===== src/hw/rtl/assert_macros.svh =====
// Concurrent check helpers. The caller provides clk and arst_n in scope.
`ifndef ASSERT_MACROS_SVH
`define ASSERT_MACROS_SVH

// Same-cycle implication.
`define CHK_IMP(lbl, ante, cons) \
	lbl: assert property (@(posedge clk) disable iff (!arst_n) (ante) |-> (cons)) \
		else $error("check failed");

// Next-cycle implication.
`define CHK_NXT(lbl, ante, cons) \
	lbl: assert property (@(posedge clk) disable iff (!arst_n) (ante) |=> (cons)) \
		else $error("check failed");

`endif


===== src/hw/rtl/tpf_pkg.sv =====
`timescale 1ns / 1ps
package tpf_pkg;

	localparam int SLOT_W = 6;

	typedef enum logic [1:0] {
		OP_LIMITS = 2'd0,
		OP_ENTRY  = 2'd1,
		OP_EVAL   = 2'd2,
		OP_CLEAR  = 2'd3
	} op_t;

	typedef enum logic [1:0] {
		K_NOP,
		K_LOAD,
		K_EVAL,
		K_CLEAR
	} kind_t;

	typedef struct packed {
		kind_t              kind;
		logic [SLOT_W-1:0]  slot;
		logic [13:0]        tix;
		logic signed [31:0] ew;
		logic signed [31:0] sw;
		logic signed [23:0] dx;
		logic signed [23:0] dy;
		logic signed [23:0] dz;
		logic [47:0]        rsq;
		logic [23:0]        start;
	} req_t;

	typedef enum logic [3:0] {
		BK_IDLE,
		BK_LOAD,
		BK_SQRT,
		BK_PREP,
		BK_DIV,
		BK_RD0,
		BK_RD1,
		BK_RD2,
		BK_MULI,
		BK_INTP,
		BK_MULF,
		BK_FIN,
		BK_RES
	} bk_state_t;

	function automatic logic signed [31:0] sat32(input logic signed [55:0] x);
		logic signed [31:0] r;
		if (x > 56'sd2147483647)
			r = 32'sh7FFFFFFF;
		else if (x < -56'sd2147483648)
			r = 32'sh80000000;
		else
			r = x[31:0];
		return r;
	endfunction

	function automatic logic signed [47:0] sat48(input logic signed [48:0] x);
		logic signed [47:0] r;
		if (x[48] != x[47])
			r = x[48] ? {1'b1, 47'd0} : {1'b0, {47{1'b1}}};
		else
			r = x[47:0];
		return r;
	endfunction

endpackage


===== src/hw/rtl/tpf_queue.sv =====
`timescale 1ns / 1ps
module tpf_queue import tpf_pkg::*; (
	input  logic clk,
	input  logic arst_n,
	input  logic push,
	input  req_t wdata,
	output logic full,
	input  logic pop,
	output req_t head,
	output logic empty
);

	req_t       mem_q [0:1];
	logic       wp_q, rp_q;
	logic [1:0] cnt_q;

	assign full  = (cnt_q == 2'd2);
	assign empty = (cnt_q == 2'd0);
	assign head  = mem_q[rp_q];

	always_ff @(posedge clk or negedge arst_n) begin
		if (!arst_n) begin
			wp_q  <= 1'b0;
			rp_q  <= 1'b0;
			cnt_q <= 2'd0;
		end else begin
			if (push)
				wp_q <= !wp_q;
			if (pop)
				rp_q <= !rp_q;
			cnt_q <= cnt_q + 2'(push) - 2'(pop);
		end
	end

	always_ff @(posedge clk) begin
		if (push)
			mem_q[wp_q] <= wdata;
	end

endmodule


===== config.mk =====
export PLATFORM = sky130hd
export DESIGN_NAME = tpf_queue
export DESIGN_NICKNAME = d
export VERILOG_FILES = /design/src/hw/rtl/assert_macros.svh /design/src/hw/rtl/tpf_pkg.sv /design/src/hw/rtl/tpf_queue.sv
export SDC_FILE = /design/constraint.sdc
export NUM_CORES = 1
export LEC_CHECK = 0
export ABC_CLOCK_PERIOD_IN_PS = 10800
export BUFFER_PORTS_ARGS = -buffer_cell sky130_fd_sc_hd__clkbuf_2
export CAP_MARGIN = 10
export CORE_MARGIN = 2
export CORE_UTILIZATION = 49
export CTS_BUF_LIST = sky130_fd_sc_hd__clkbuf_4
export DETAILED_ROUTE_END_ITERATION = 16
export HOLD_SLACK_MARGIN = 0.02
export PLACE_DENSITY = 0.86
export SYNTH_ARGS = -nofsm -noshare
export SYNTH_HDL_FRONTEND = slang
export SYNTH_SLANG_ARGS = --single-unit

===== constraint.sdc =====
create_clock -name clk -period 10.8 [get_ports clk]
set_input_delay 1.08 -clock clk [delete_from_list [all_inputs] [get_ports clk]]
set_output_delay 1.08 -clock clk [all_outputs]
set_load 0.01 [all_outputs]

; ---- Word-level counts from Yosys, hierarchy flattened
; Memories as Yosys holds them, arrays and structs flattened.
; Index checks and enable logic that the tools add are counted.
[word_totals]
register_bits = 4
mem_bits_rw = 460
input_bits = 234
wordCells = 12
mem_count = 1
[classes]
add_sub_neg = 2
n_eq_ne = 1
n_mux = 2
reduce_logical = 3
[mem_list]
columns = memory, words, word_bits, rd, rd_ports_with_merged_regs, write_ports, line
row1 = mem_q, 2, 230, 1, 0, 1, tpf_queue.sv:13  ; req_t mem_q [0:1];
[ops]
columns = op, n
row1 = $add A2 B1 Y2, 1
row2 = $eq A2 B2 Y1 const B, 1
row3 = $logic_not A1 Y1, 2
row4 = $logic_not A2 Y1, 1
row5 = $mux W1, 2
row6 = $sub A2 B1 Y2, 1

; ---- Logic depth before layout (Yosys ltp)
[logic_depth]
depth_word = 2
depth_mapped = 5
depth_no_buf = 5

; ---- Least setup slack after synthesis
; No wires, ideal clock.
[synth_timing]
kind = input-to-reg
start = input push
end = memory mem_q[0][0] (netlist name), enable pin
arrival_time_ps = 10985
slack_ps = -1037
stages = 1
path_cell_list = nor2b_1
[synth_between]
elab_chain_len = 2
[synth_rtl]
columns = item, line
row1 = "start, declared", tpf_queue.sv:5  ; input logic push,
row2 = $mux W1, tpf_queue.sv:36  ; if (push)
row3 = $mux W1 (implied by the code), tpf_queue.sv:37  ; mem_q[wp_q] <= wdata;
row4 = "end, declared", tpf_queue.sv:13
; Every way passes these cells.

==> key figures <==
Power and ir drop
  • Internal power: 0.00399 W
  • Switching share of power: 29.6%
  • Static Leak: 8.94 nW
  • Sw Pwr: 0.00168 W
  • Flop pwr share: 44.2%
  • Peak supply drop: 0.255 mV
  • Combinational Power Share: 31.7%
  • Clock Power Share: 24.1%
  • Power per Cell Area: 261 mW/mm²

Layout
  • Total Nets Final: 1,529
  • Layout cells sized above 1: 63.7%
  • Final instance area: 0.0217 mm²
  • # fillers: 2,458
  • Layout area overhead: 23.2%

Timing
  • Final Hold Fails: 0
  • Worst slew margin: 31.2%
  • Final period utilization: 43.0%
  • Fin. max-slew vios: 0
  • Final Skew: 33.0 ps
  • F_max: 0.215 GHz
  • Setup violators final: 0
  • Actual slew at the worst max-slew pin: 1030 ps
  • Final WS setup: 6150 ps
  • Setup TNS: 0 ps
  • Tmin final: 4650 ps
  • RSZ-0062 raised after global routing: false

Clock tree
  • CTS tree: done
  • Root Buffer: clkbuf_4
  • Deepest clock path buffer count: 3
  • Post-CTS setup buffers: 0
  • Reg clk slew, reported paths: 70 ps
  • H-tree depth: 3
  • Clk Latency, worst-skew pair: 770 ps
  • CTS Buf Count: 112
  • Clock Sinks: 464
  • Gates resized, CTS repair: 0

Placed design
  • Port bufs: 465
  • Post-DP Area: 0.0203 mm²
  • RD Place Congestion: 0.827
  • Dpl ws: 6920 ps
  • HPWL Detailed: 24.8 mm

Logic synthesis
  • Yosys Warn Count: 0
  • EDFF count, synth: 460
  • Dominant synthesized flop cell: edfxtp_1
  • Syn nets: 967
  • Mapped Cells: 731
  • Most frequent cells after synthesis: edfxtp_1 (460), mux2_4 (190), mux2_2 (40)
  • Post-Syn Area: 0.0176 mm²
  • Yosys cell types: 14
  • Post-synth ARST share: 0.862%
  • Yosys top cell area share: 78.4%
  • Most frequent cell after synthesis: edfxtp_1
  • Syn Area/Cell: 24.1 µm²
  • Area leader, netlist: edfxtp_1
  • Synth area leaders: edfxtp_1 (78%), mux2_4 (16%), mux2_2 (2.6%), buf_8 (0.94%), buf_6 (0.70%)
  • #FFs+latches synth: 464
  • Seq/Total Area, Yosys: 79.0%

Critical path
  • Critical path type: flop to output pin
  • CP required: 9720 ps
  • Max incr delay on CP: 740 ps
  • CP startpoint kind: flop
  • FF-to-FF path depth: 3
  • Critical path arrival: 3570 ps
  • Slowest CP cell: buf_4
  • Critical path, cell by cell: buf_4 -> buf_12 -> mux2_4 -> clkbuf_2
  • Critical Path Fanout Max: 102
  • CP Capture Type: output pin

Detailed routing
  • DR pass1 iterations: 4
  • Vias: 9,114
  • DRC: 0
  • Remaining antenna violation count: 0
  • DRT Wirelength: 36.6 mm
  • Iter 0 DRT Violations: 470
  • WL/cell: 19.9 µm
  • Via density: 4.96

Global route
  • Initial antenna violation count: 3
  • Vias in the first global route: 9,713
  • Overall routing resource usage: 19.2%
  • Largest net degree at the start of global routing: 154
  • Grt ovf: 0
  • Global-route wire length before repair: 54.4 mm

Flow run
  • Max-cap violations: 0

Floorplan
  • Placeable Area: 0.0355 mm²
  • Initial Util: 49.7%
  • # rows: 69
  • Die width: 194 µm
  • Top-Level Pins: 466
  • Die Ht: 194 µm
  • DIE AREA: 0.0375 mm²

Min path
  • Hold Path Stages: 1
  • Hold Path Class: input port to flop

Status
  • Status: complete, no violations
==> layer usage <==
metal  track usage, %  wire length (µm)  vias to the layer above
met5                0                 0                        -
met3             8.42              3960                       62
met4             8.91              1140                        0
met2             32.2             18300                      474
li1                 -                 -                     4120
met1             20.9             13200                     4458
==> metrics by stage <==
step	total power, W	cells	util, %	hold WS [ps]
floorplan	0.00387	731	-	473
global placement	0.00432	1639	57.3	528
detailed placement	0.00436	1639	57.3	534
CTS	0.00575	1832	61.2	384
global route	0.00594	1835	61.2	396
finish	0.00567	1836	61.2	478
==> cell families after synthesis <==
family,Yosys count,share of synthesized area [%]
flip-flops,464,79.0
multiplexers,230,18.7
buffers and inverters,28,1.80
AND/OR/NAND/NOR,4,0.128
XOR/XNOR,3,0.234
adder cells (fa/ha/maj),2,0.142
==> timing repair <==
item / 4_1_cts / 5_1_grt
setup endpoints to repair: 0 / 0
hold buffers: 1 / 0
hold endpoints to repair: 4 / 0
==> critical path: cells and delay by family (launching register included) <==
kind,cells,cell delay [ps]
buf+inv,3,1450
flops,1,690
mux,1,360
==> path summary, 6_finish.rpt <==
kind,startpoint,slack (ps),endpoint
worst max-delay path,rp_q$_DFFE_PN0P_,6150,head[77]
worst max register to register,wp_q$_DFFE_PN0P_,7760,mem_q[1][50]$_DFFE_PP_
min in group asynchronous,arst_n,650,rp_q$_DFFE_PN0P_
worst min register to register,wp_q$_DFFE_PN0P_,560,wp_q$_DFFE_PN0P_
max in group asynchronous,arst_n,10010,rp_q$_DFFE_PN0P_
worst min-delay path,wdata[201],480,mem_q[1][201]$_DFFE_PP_
==> flip-flops by register name, summed over array words and instances (netlist names) <==
signal and flops:
cnt_q 2, wp_q 1, rp_q 1, mem_q 460
==> cells in the final DEF, fill, tap and decap left out <==
| master | netlist | final |
|---|---|---|
| nor2_1 | 1 | 1 |
| clkinv_2 | 0 | 6 |
| mux2_2 | 40 | 40 |
| buf_12 | 0 | 2 |
| ha_1 | 2 | 2 |
| dfrtp_4 | 0 | 1 |
| edfxtp_1 | 460 | 460 |
| clkinvlp_4 | 0 | 4 |
| mux2_4 | 190 | 190 |
| dfrtp_1 | 4 | 3 |
| clkbuf_4 | 0 | 156 |
| and2_4 | 0 | 1 |
| inv_1 | 2 | 2 |
| xor2_1 | 2 | 2 |
| xor3_1 | 1 | 1 |
| buf_4 | 0 | 6 |
| bufinv_16 | 0 | 2 |
| diode_2 | 0 | 4 |
| nor2b_4 | 0 | 1 |
| clkinv_1 | 0 | 24 |
| clkbuf_2 | 0 | 465 |
| nor2b_1 | 2 | 1 |
| dlygate4sd3_1 | 0 | 1 |
==> power groups by stage <==
| stage | Clock (W) | Sequential, W | Combinational [W] |
|---|---|---|---|
| 2_1_floorplan | 0 | 0.00257 | 0.00130 |
| 3_3_place_gp | 0 | 0.00252 | 0.00180 |
| 3_5_place_dp | 0 | 0.00255 | 0.00182 |
| 4_1_cts | 0.00141 | 0.00251 | 0.00183 |
| 5_1_grt | 0.00150 | 0.00253 | 0.00191 |
| 6_report | 0.00137 | 0.00251 | 0.00180 |
==> final cells by class <==
type / count / area [µm²] / share of cell area [%]
clock buffers: 156 / 1170 / 5.39
flip-flops and latches: 464 / 13900 / 64.1
well taps: 461 / 577 / 2.66
diodes: 4 / 10.0 / 0.0461
repair buffers: 474 / 2420 / 11.2
clock inverters: 36 / 210 / 0.968
inverters: 2 / 7.51 / 0.0346
multi-input cells: 239 / 3400 / 15.7
No activity file was read; power rests on OpenSTA's default activity.
